--- config.mk ---
export PLATFORM = sky130hd
export DESIGN_NAME = ordered_value_list
export DESIGN_NICKNAME = d
export VERILOG_FILES = /design/src/design/olist_pkg.sv /design/src/design/ordered_value_list.sv /design/src/design/olist_mem.sv /design/src/design/olist_ctrl.sv
export SDC_FILE = /design/constraint.sdc
export NUM_CORES = 1
export LEC_CHECK = 0
export ABC_CLOCK_PERIOD_IN_PS = 4900
export BUFFER_PORTS_ARGS = -buffer_cell sky130_fd_sc_hd__buf_2
export CELL_PAD_IN_SITES_DETAIL_PLACEMENT = 1
export CELL_PAD_IN_SITES_GLOBAL_PLACEMENT = 2
export CORE_MARGIN = 2
export CORE_UTILIZATION = 49
export DETAILED_ROUTE_END_ITERATION = 6
export GPL_ROUTABILITY_DRIVEN = 0
export GPL_TIMING_DRIVEN = 0
export PLACE_DENSITY_LB_ADDON = 0.05
export SYNTH_ARGS = -nofsm -noshare
export SYNTH_HDL_FRONTEND = slang
export SYNTH_SLANG_ARGS = --single-unit
--- constraint.sdc ---
create_clock -name i_clk -period 4.9 [get_ports i_clk]
set_input_delay 0.98 -clock i_clk [delete_from_list [all_inputs] [get_ports i_clk]]
set_output_delay 0.98 -clock i_clk [all_outputs]
set_load 0.03 [all_outputs]
--- src/design/olist_pkg.sv ---
`default_nettype none

package olist_pkg;

    localparam int DATA_W       = 32;
    localparam int CAPACITY_DEF = 16;

    typedef enum logic [1:0] {
        OP_PUSH_FRONT = 2'd0,
        OP_PUSH_BACK  = 2'd1,
        OP_REMOVE     = 2'd2,
        OP_DUMP       = 2'd3
    } t_op;

    typedef enum logic [2:0] {
        KIND_DONE      = 3'd0,
        KIND_FULL      = 3'd1,
        KIND_NOT_FOUND = 3'd2,
        KIND_ELEMENT   = 3'd3,
        KIND_END       = 3'd4
    } t_kind;

    typedef struct packed {
        logic                     valid;
        t_kind                    kind;
        logic signed [DATA_W-1:0] element;
        logic                     last;
    } t_res;

endpackage

`default_nettype wire

--- src/design/ordered_value_list.sv ---
`default_nettype none

// Channel   Direction  Handshake                 Payload
// request   in         i_in_valid / o_in_stall   i_operation, i_value
// result    out        o_out_valid / i_out_stall o_kind, o_element, o_last
//
// A push to the back, a push into a full list and any request on an empty list go
// straight to the response. A push to the front moves each entry up from the back,
// then writes the head; a removal compares each entry and moves those after a match
// down; a dump gives one element per read, all via the memory's single read port.
// Synchronous active-low reset empties the list; no memory sweep is needed.
// A stalled result holds the block in its current step until it is taken.
module ordered_value_list #(
    parameter int CAPACITY = olist_pkg::CAPACITY_DEF
) (
    input  wire logic                                i_clk,
    input  wire logic                                i_rst_n,
    input  wire logic                                i_in_valid,
    output logic                                     o_in_stall,
    input  wire logic [1:0]                          i_operation,
    input  wire logic signed [olist_pkg::DATA_W-1:0] i_value,
    output logic                                     o_out_valid,
    input  wire logic                                i_out_stall,
    output logic [2:0]                               o_kind,
    output logic signed [olist_pkg::DATA_W-1:0]      o_element,
    output logic                                     o_last
);
    import olist_pkg::*;

    localparam int AW = $clog2(CAPACITY);

    t_res               res;
    logic               res_ready;
    logic               wr_en;
    logic [AW-1:0]      wr_addr;
    logic [DATA_W-1:0]  wr_data;
    logic               rd_en;
    logic [AW-1:0]      rd_addr;
    logic [DATA_W-1:0]  rd_data;

    logic                     r_out_valid;
    logic [2:0]               r_kind;
    logic signed [DATA_W-1:0] r_element;
    logic                     r_last;

    assign res_ready = !r_out_valid || !i_out_stall;

    olist_ctrl #(
        .CAPACITY (CAPACITY),
        .AW       (AW)
    ) u_ctrl (
        .i_clk       (i_clk),
        .i_rst_n     (i_rst_n),
        .i_in_valid  (i_in_valid),
        .o_in_stall  (o_in_stall),
        .i_operation (i_operation),
        .i_value     (i_value),
        .i_res_ready (res_ready),
        .o_res       (res),
        .o_wr_en     (wr_en),
        .o_wr_addr   (wr_addr),
        .o_wr_data   (wr_data),
        .o_rd_en     (rd_en),
        .o_rd_addr   (rd_addr),
        .i_rd_data   (rd_data)
    );

    olist_mem #(
        .DEPTH (CAPACITY),
        .AW    (AW)
    ) u_mem (
        .i_clk     (i_clk),
        .i_wr_en   (wr_en),
        .i_wr_addr (wr_addr),
        .i_wr_data (wr_data),
        .i_rd_en   (rd_en),
        .i_rd_addr (rd_addr),
        .o_rd_data (rd_data)
    );

    always_ff @(posedge i_clk) begin
        if (!i_rst_n) begin
            r_out_valid <= 1'b0;
        end else if (res_ready) begin
            r_out_valid <= res.valid;
        end
    end

    always_ff @(posedge i_clk) begin
        if (res_ready) begin
            r_kind    <= res.kind;
            r_element <= res.element;
            r_last    <= res.last;
        end
    end

    assign o_out_valid = r_out_valid;
    assign o_kind      = r_kind;
    assign o_element   = r_element;
    assign o_last      = r_last;

endmodule

`default_nettype wire

--- src/design/olist_mem.sv ---
`default_nettype none

module olist_mem #(
    parameter int DEPTH = olist_pkg::CAPACITY_DEF,
    parameter int AW    = $clog2(DEPTH)
) (
    input  wire logic                            i_clk,
    input  wire logic                            i_wr_en,
    input  wire logic [AW-1:0]                   i_wr_addr,
    input  wire logic [olist_pkg::DATA_W-1:0]    i_wr_data,
    input  wire logic                            i_rd_en,
    input  wire logic [AW-1:0]                   i_rd_addr,
    output logic      [olist_pkg::DATA_W-1:0]    o_rd_data
);
    import olist_pkg::*;

    logic [DATA_W-1:0] r_mem [DEPTH];
    logic [DATA_W-1:0] r_rd_data;

    always_ff @(posedge i_clk) begin
        if (i_wr_en) begin
            r_mem[i_wr_addr] <= i_wr_data;
        end
    end

    always_ff @(posedge i_clk) begin
        if (i_rd_en) begin
            r_rd_data <= r_mem[i_rd_addr];
        end
    end

    assign o_rd_data = r_rd_data;

endmodule

`default_nettype wire

--- src/design/olist_ctrl.sv ---
`default_nettype none

module olist_ctrl #(
    parameter int CAPACITY = olist_pkg::CAPACITY_DEF,
    parameter int AW       = $clog2(CAPACITY)
) (
    input  wire logic                                i_clk,
    input  wire logic                                i_rst_n,
    input  wire logic                                i_in_valid,
    output logic                                     o_in_stall,
    input  wire logic [1:0]                          i_operation,
    input  wire logic signed [olist_pkg::DATA_W-1:0] i_value,
    input  wire logic                                i_res_ready,
    output olist_pkg::t_res                          o_res,
    output logic                                     o_wr_en,
    output logic [AW-1:0]                            o_wr_addr,
    output logic [olist_pkg::DATA_W-1:0]             o_wr_data,
    output logic                                     o_rd_en,
    output logic [AW-1:0]                            o_rd_addr,
    input  wire logic [olist_pkg::DATA_W-1:0]        i_rd_data
);
    import olist_pkg::*;

    localparam int CW = $clog2(CAPACITY + 1);
    localparam logic [CW-1:0] CAP_L = CW'(CAPACITY);

    typedef enum logic [4:0] {
        S_IDLE  = 5'b00001,
        S_READ  = 5'b00010,
        S_EVAL  = 5'b00100,
        S_FRONT = 5'b01000,
        S_RESP  = 5'b10000
    } t_state;

    t_state            r_state, n_state;
    t_op               r_op, n_op;
    logic [DATA_W-1:0] r_val, n_val;
    logic [CW-1:0]     r_idx, n_idx;
    logic [CW-1:0]     r_count, n_count;
    logic              r_found, n_found;
    t_kind             r_kind, n_kind;

    logic              accept;
    logic              full;
    logic              match;
    logic              at_end;
    logic [CW-1:0]     idx_inc;
    logic [CW-1:0]     idx_dec;
    logic [CW-1:0]     last_idx;

    assign o_in_stall = (r_state != S_IDLE);
    assign accept     = i_in_valid && !o_in_stall;
    assign full       = (r_count == CAP_L);
    assign match      = (i_rd_data == r_val);
    assign idx_inc    = r_idx + 1'b1;
    assign idx_dec    = r_idx - 1'b1;
    assign last_idx   = r_count - 1'b1;
    assign at_end     = (r_idx == last_idx);

    always_comb begin
        n_state   = r_state;
        n_op      = r_op;
        n_val     = r_val;
        n_idx     = r_idx;
        n_count   = r_count;
        n_found   = r_found;
        n_kind    = r_kind;
        o_wr_en   = 1'b0;
        o_wr_addr = '0;
        o_wr_data = r_val;
        o_rd_en   = 1'b0;
        o_rd_addr = r_idx[AW-1:0];
        o_res     = '{valid: 1'b0, kind: KIND_DONE, element: '0, last: 1'b0};

        unique case (r_state)
            S_IDLE: begin
                if (accept) begin
                    n_op    = t_op'(i_operation);
                    n_val   = i_value;
                    n_idx   = '0;
                    n_found = 1'b0;
                    unique case (t_op'(i_operation)) inside
                        OP_PUSH_FRONT, OP_PUSH_BACK: begin
                            if (full) begin
                                n_kind  = KIND_FULL;
                                n_state = S_RESP;
                            end else if (t_op'(i_operation) == OP_PUSH_BACK
                                         || r_count == '0) begin
                                o_wr_en   = 1'b1;
                                o_wr_addr = r_count[AW-1:0];
                                o_wr_data = i_value;
                                n_count   = r_count + 1'b1;
                                n_kind    = KIND_DONE;
                                n_state   = S_RESP;
                            end else begin
                                n_idx   = last_idx;
                                n_state = S_READ;
                            end
                        end
                        OP_REMOVE: begin
                            if (r_count == '0) begin
                                n_kind  = KIND_NOT_FOUND;
                                n_state = S_RESP;
                            end else begin
                                n_state = S_READ;
                            end
                        end
                        default: begin
                            if (r_count == '0) begin
                                n_kind  = KIND_END;
                                n_state = S_RESP;
                            end else begin
                                n_state = S_READ;
                            end
                        end
                    endcase
                end
            end
            S_READ: begin
                o_rd_en = 1'b1;
                n_state = S_EVAL;
            end
            S_EVAL: begin
                unique case (r_op)
                    OP_PUSH_FRONT: begin
                        o_wr_en   = 1'b1;
                        o_wr_addr = idx_inc[AW-1:0];
                        o_wr_data = i_rd_data;
                        if (r_idx == '0) begin
                            n_state = S_FRONT;
                        end else begin
                            n_idx   = idx_dec;
                            n_state = S_READ;
                        end
                    end
                    OP_REMOVE: begin
                        if (r_found) begin
                            o_wr_en   = 1'b1;
                            o_wr_addr = idx_dec[AW-1:0];
                            o_wr_data = i_rd_data;
                        end else if (match) begin
                            n_found = 1'b1;
                        end
                        if (at_end) begin
                            if (r_found || match) begin
                                n_count = last_idx;
                                n_kind  = KIND_DONE;
                            end else begin
                                n_kind  = KIND_NOT_FOUND;
                            end
                            n_state = S_RESP;
                        end else begin
                            n_idx   = idx_inc;
                            n_state = S_READ;
                        end
                    end
                    OP_DUMP: begin
                        if (i_res_ready) begin
                            o_res = '{valid: 1'b1, kind: KIND_ELEMENT,
                                      element: i_rd_data, last: 1'b0};
                            if (at_end) begin
                                n_kind  = KIND_END;
                                n_state = S_RESP;
                            end else begin
                                n_idx   = idx_inc;
                                n_state = S_READ;
                            end
                        end
                    end
                    default: begin
                        n_state = S_IDLE;
                    end
                endcase
            end
            S_FRONT: begin
                o_wr_en   = 1'b1;
                o_wr_addr = '0;
                o_wr_data = r_val;
                n_count   = r_count + 1'b1;
                n_kind    = KIND_DONE;
                n_state   = S_RESP;
            end
            S_RESP: begin
                if (i_res_ready) begin
                    o_res   = '{valid: 1'b1, kind: r_kind, element: '0, last: 1'b1};
                    n_state = S_IDLE;
                end
            end
            default: begin
                n_state = S_IDLE;
            end
        endcase
    end

    always_ff @(posedge i_clk) begin
        if (!i_rst_n) begin
            r_state <= S_IDLE;
            r_count <= '0;
        end else begin
            r_state <= n_state;
            r_count <= n_count;
        end
    end

    always_ff @(posedge i_clk) begin
        r_op    <= n_op;
        r_val   <= n_val;
        r_idx   <= n_idx;
        r_found <= n_found;
        r_kind  <= n_kind;
    end

    // The list never holds more entries than the storage has rows.
    a_count_bound: assert property (@(posedge i_clk) disable iff (!i_rst_n)
        r_count <= CAP_L)
        else $error("entry count above capacity");

    // Every write lands inside the occupied part of the list or just past it.
    a_write_in_range: assert property (@(posedge i_clk) disable iff (!i_rst_n)
        o_wr_en |-> (CW'(o_wr_addr) <= r_count))
        else $error("write beyond the end of the list");

    // A push at the back into a list with room grows it by exactly one entry.
    a_push_back_grows: assert property (@(posedge i_clk) disable iff (!i_rst_n)
        (accept && t_op'(i_operation) == OP_PUSH_BACK && !full)
            |=> (r_count == $past(r_count) + 1'b1))
        else $error("push at back did not grow the list");

    // A status result always closes the request and the block is idle after it.
    a_resp_closes: assert property (@(posedge i_clk) disable iff (!i_rst_n)
        (o_res.valid && o_res.last) |=> (r_state == S_IDLE))
        else $error("final result did not end the request");

endmodule

`default_nettype wire
==> results of run 1 <==
[registers in the layout, summed over array words and instances (netlist names)]
register         flops
o_last               1
u_ctrl.r_state       5
u_ctrl.r_val        32
o_out_valid          1
o_element           32
u_ctrl.r_kind        3
u_ctrl.r_idx         5
u_ctrl.r_found       1
o_kind               3
u_ctrl.r_op          2
u_ctrl.r_count       5
u_mem.r_mem        512
u_mem.o_rd_data     32
[repair_timing]
action	CTS	global route
pin swaps	4	3
buffers inserted	5	8
gates resized for setup	0	7
endpoints found under the setup margin	68	244
[stage by stage]
step / utilization / instance area, um2 / instances / TNS [ns]
4_1_cts: 0.577 / 29000 / 2100 / 0
3_5_place_dp: 0.533 / 26800 / 1974 / -11.52
3_3_place_gp: 0.522 / 26200 / 1953 / -1186.19
6_report: 0.579 / 29100 / 2108 / 0
2_1_floorplan: - / 25000 / 1206 / 0
5_1_grt: 0.579 / 29100 / 2108 / 0
[kinds of logic after synthesis]
| group | after synthesis |
|---|---|
| muxes | 163 |
| AOI/OAI and AO/OA | 82 |
| and+or+nand+nor | 203 |
| adders and majority gates | 4 |
| DFF | 634 |
| xor gates and xnor gates | 49 |
| buffers and inverters | 71 |
[cell type report]
cell class / count / area [um2] / share of cell area
sequential: 634 / 18900 / 0.650
multi-input combinational: 501 / 5910 / 0.203
clock buffer: 78 / 1780 / 0.0612
timing repair buffer: 109 / 1020 / 0.0352
tap: 672 / 841 / 0.0289
clock inverter: 43 / 310 / 0.0107
buffer: 60 / 263 / 0.00903
inverter: 11 / 41.3 / 0.00142
[worst max-delay path, stage by stage, from the launching register on]
cell	delay (ns)
edfxtp_1	0.36
clkbuf_1	0.40
clkbuf_2	0.46
clkdlybuf4s15_1	0.74
inv_1	0.10
ha_1	0.33
xnor2_1	0.20
and2b_1	0.23
a221oi_2	0.21
nand2b_1	0.31
nor2_4	0.65
buf_12	0.28
[how the worst max path moves through the flow]
stage | slack, ns | to
after global routing | 0.05 | u_mem.r_mem[7][8]$_DFFE_PP_
after CTS | 0.02 | u_mem.r_mem[4][13]$_DFFE_PP_
after detailed placement | -0.19 | u_mem.r_mem[15][10]$_DFFE_PP_
after global placement | -2.46 | u_mem.r_mem[13][11]$_DFFE_PP_
after floorplan | 0.70 | u_mem.r_mem[5][0]$_DFFE_PP_
final | 0.25 | u_mem.r_mem[9][13]$_DFFE_PP_
[cells in the mapped netlist (4+ instances only)]
library cell / count
buf_1: 9
ha_1: 4
dfxtp_1: 11
or4_1: 5
nor4_1: 7
and2_1: 36
buf_2: 13
and3_1: 4
inv_1: 11
a21oi_1: 12
edfxtp_1: 623
a22oi_1: 33
xnor2_1: 40
nand4_1: 9
mux4_2: 160
clkbuf_1: 36
nand2_1: 76
a21o_1: 6
nor3_1: 6
xor2_1: 8
o22ai_1: 4
nand2b_1: 4
o31ai_1: 4
nor2_1: 31
nand3_1: 5
[power breakdown]
group	switching (mW)	internal (mW)	total (mW)
registers	0.136	6.90	7.03
clock network	2.09	2.77	4.86
logic	2.57	1.73	4.31
total	4.80	11.4	16.2
[routing by layer]
layer	up-vias	wire (um)
met2	475	32800
met5	-	9
met3	119	3730
li1	5342	-
met4	2	1970
met1	6886	28800
==> metrics.cfg, run 1 <==
[run_status]
outcome = complete, no violations

[global_routing]
grt_use_met3 = 0.0487
grt_use_total = 0.263
antenna_found_initial = 2
grt_pass1_wl_um = 96700
grt_pass1_vias = 13500
busiest_layer = met2
grtUsageMet1 = 0.368
grt.overflow.total = 0
grt_max_degree = 25
met2_usage = 0.421

[finish]
final_common_cell = edfxtp_1
drive_above_1_share = 0.286
final_cell_mix = edfxtp_1, mux4_2, buf_2
nets = 1426
syn_to_final_growth_pct = 16.4
diodes = 0
fillers = 4309

[sta]
slew_viol_final = 0
fin_crit_sh = 0.948
min_period_ns = 4.65
finalHoldViolCount = 0
worstMarginPinSlew_ns = 1.31
worst_slack_ns = 0.253
setup_viol = 0
fmax_ghz = 0.215
max-slew-margin-rel = 0.127
hold-worst-slack_ns = 0.524
skew_ns = 0.0171
grt_setup_unrepaired = false

[power]
p_leak_nw = 9.50
p_per_area_nw_per_um2 = 557
fin_total_pwr_mw = 16.2
vdd_drop_max_uv = 349

[run]
maxCapViolCount = 0

[clock_network]
clock_path_buffers = 3
cts_hold_buffers = 0
clk_pin_slew_ns = 0.06
cts_tree = yes
cts-root-buf = clkbuf_16
numCtsBuffers = 67
htree_num_levels = 3
cts_sinks = 634
clock_latency_ns = 0.61

[synthesis]
synth_xor_area_frac = 0.0175
synth-edff-count = 623
synthTopCellsByArea = edfxtp_1, mux4_2, xnor2_1
syn-num-nets = 1248
synthesis.area_um2 = 25000
synthMuxAreaShare = 0.145
syn_inst = 1206
synth_top_family_by_area = multiplexers
ys_types = 60
async_flop_share = 0
syn_avg_cell_area_um2 = 20.7
synth_compound_area_frac = 0.0243
ys_warn_count = 0
ys_seq_elements = 634
synth-simple-area-share = 0.0425
synth-adder-area-share = 0.00200
ys_seq_area_frac = 0.757
ys.flop_type = edfxtp_1
synthDominantAreaCellType = edfxtp_1
synth_top_area_share = 0.748

[worst_setup_path]
endpoint_kind = register
timing.rr.end = u_mem.r_mem[9][13]$_DFFE_PP_
startpoint_type = register
r2r_start = u_ctrl.r_idx[1]$_DFFE_PP_
crit_start = u_ctrl.r_idx[1]$_DFFE_PP_
critPathKind = reg -> reg
arrival_ns = 4.93
critPathMaxFanout = 19
r2r_cells = 11
required_ns = 5.19
regToRegSetupSlack_ns = 0.25

[die]
boundaryPins = 76
die_width_um = 230
dieArea_um2 = 52900
die_height_um = 230
fp-row-count = 82
start_util = 0.498
coreArea_um2 = 50300

[place]
dp_hpwl_um = 42700
portBuffers = 75
place_ws_ns = -0.189

[worst_hold_path]
min_delay_path_depth = 1
hold_end = o_kind[2]$_DFFE_PP_
hp-start = u_ctrl.r_kind[2]$_DFFE_PP_
hp-class = reg -> reg

[detailed_routing]
via_count = 12800
drc = 0
viasPerCell = 6.08
wirelength_um = 67300
first_pass_iters = 5
wl_per_cell_um = 31.9
first_iter_violations = 1327
antenna_left = 0

No activity file was read; power rests on OpenSTA's default activity.
==> inputs of run 2 (changes only) <==
--- a/config.mk
+++ b/config.mk
@@ -15,6 +15,7 @@
 export GPL_ROUTABILITY_DRIVEN = 0
 export GPL_TIMING_DRIVEN = 0
 export PLACE_DENSITY_LB_ADDON = 0.05
+export RECOVER_POWER = 25
 export SYNTH_ARGS = -nofsm -noshare
 export SYNTH_HDL_FRONTEND = slang
 export SYNTH_SLANG_ARGS = --single-unit
==> metrics.cfg, run 2 (synthesis gave the netlist of run 1 again) <==
[global_routing]
grt_use_total = 0.263
grt_max_degree = 25
grt_pass1_wl_um = 96700
busiest_layer = met2
met2_usage = 0.421
grt_pass1_vias = 13500
antenna_found_initial = 2
grt.overflow.total = 0
grt_use_met3 = 0.0487
grtUsageMet1 = 0.368

[sta]
max-slew-margin-rel = -0.384
grt_setup_unrepaired = false
worst_slack_ns = 0.245
slew_viol_final = 62
min_period_ns = 4.65
worstMarginPinSlew_ns = 2.08
fmax_ghz = 0.215
setup_viol = 0
skew_ns = 0.0169
fin_crit_sh = 0.950
finalHoldViolCount = 0

[die]
boundaryPins = 76
coreArea_um2 = 50300
dieArea_um2 = 52900
die_width_um = 230
fp-row-count = 82
start_util = 0.498
die_height_um = 230

[finish]
final_cell_mix = edfxtp_1, mux4_2, clkbuf_1
nets = 1426
syn_to_final_growth_pct = 15.7
final_common_cell = edfxtp_1
drive_above_1_share = 0.230
fillers = 4328
diodes = 0
largest_reg_flops = 512
regMostFlops = u_mem.r_mem

[power]
pwr-share-seq = 0.436
p_int_mw = 11.4
p_per_area_nw_per_um2 = 558
fin_total_pwr_mw = 16.2
p_leak_nw = 9.19
vdd_drop_max_uv = 350
power_frac_comb = 0.263
clkPwrFrac = 0.301
switchingPower_mw = 4.78
switching_share = 0.296

[clock_network]
cts_hold_buffers = 0
clock_path_buffers = 3
cts_tree = yes
cts-root-buf = clkbuf_16
clock_latency_ns = 0.61
clk_pin_slew_ns = 0.06
htree_num_levels = 3
cts_sinks = 634
numCtsBuffers = 67

[detailed_routing]
antenna_left = 0
viasPerCell = 6.08
wirelength_um = 67400
wl_per_cell_um = 32.0
drc = 0
first_pass_iters = 7
first_iter_violations = 1296
via_count = 12800

[worst_setup_path]
cp_num_buf_inv = 5
critPathMaxFanout = 17
crit_top_cell = clkbuf_1
crit_family = buffers and inverters
critPathKind = reg -> reg
arrival_ns = 4.95
r2r_start = u_ctrl.r_idx[1]$_DFFE_PP_
endpoint_kind = register
slowest_delay_ns = 0.72
required_ns = 5.19
cpMaxStageDelayCell = clkbuf_1
crit_start = u_ctrl.r_idx[1]$_DFFE_PP_
startpoint_type = register
path_cells = clkbuf_1 > clkbuf_2 > clkbuf_1 > inv_1 > ha_1 > xor2_1 > a22oi_1 > nor3_1 > a21oi_1 > or2_2 > nor2_4 > buf_12

[worst_hold_path]
hp-class = reg -> reg
hp-start = u_ctrl.r_kind[2]$_DFFE_PP_

[run_status]
outcome = finished, violations left
violations = max-capacitance violations, max-slew violations

[place]
portBuffers = 75
place_ws_ns = -0.189
dp_hpwl_um = 42700

[run]
maxCapViolCount = 3

-- run 2: cell types whose count changed in the layout (fill, tap and decap cells not counted), sizes merged --
cell / delta
buf: -78
clkdlybuf4s15: -1
clkbuf: +79
-- run 2: layout make-up --
cell class                      instances  area, um2  area share
Sequential cell                       634      18900       0.654
Multi-Input combinational cell        501       5900       0.204
Clock buffer                           78       1780      0.0616
Timing Repair Buffer                  109        886      0.0306
Tap cell                              672        841      0.0291
Clock inverter                         43        310      0.0107
Buffer                                 60        254     0.00878
Inverter                               11       41.3     0.00143
-- run 2: power by group through the flow --
stage          logic [mW]  clock network [mW]  registers, mW
6_report             4.25                4.87           7.04
5_1_grt              4.56                5.13           7.07
4_1_cts              4.35                4.95           7.03
3_5_place_dp         4.34                   0           7.15
3_3_place_gp         4.16                   0           7.14
2_1_floorplan        2.85                   0           7.15
-- run 2: through the flow --
step	utilization	hold WS (ns)	instances	setup TNS (ns)	cell area (um2)
2_1_floorplan	-	0.489	1206	0	25000
3_3_place_gp	0.522	0.505	1953	-1186.19	26200
3_5_place_dp	0.533	0.514	1974	-11.52	26800
4_1_cts	0.577	0.529	2100	0	29000
5_1_grt	0.576	0.546	2108	0	28900
6_report	0.576	0.529	2108	0	28900
-- run 2: worst paths after layout --
kind | cells after the start | slack [ns] | endpoint
min reg2reg | 1 | 0.53 | o_kind[2]$_DFFE_PP_
max | 12 | 0.25 | u_mem.r_mem[7][11]$_DFFE_PP_
max reg2reg | 12 | 0.25 | u_mem.r_mem[7][11]$_DFFE_PP_
min | 1 | 0.53 | o_kind[2]$_DFFE_PP_
-- run 2: per-layer routing --
metal | vias up | part of all wire
li1 | 5341 | -
met1 | 6902 | 0.43
met2 | 448 | 0.49
met3 | 116 | 0.053
met4 | 2 | 0.029
met5 | - | 0.00013
-- run 2: repair_timing --
action,4_1_cts,5_1_grt
pin swaps,4,3
setup endpoints to repair,68,244
gates resized for setup,0,7
gates cloned,0,0
setup buffers,5,8
-- run 2: worst reg2reg max path, cell delays in order (launching register included) --
cell and delay [ns]:
edfxtp_1 0.36, clkbuf_1 0.39, clkbuf_2 0.47, clkbuf_1 0.73, inv_1 0.11, ha_1 0.25
xor2_1 0.14, a22oi_1 0.08, nor3_1 0.34, a21oi_1 0.10, or2_2 0.42, nor2_4 0.63
buf_12 0.30
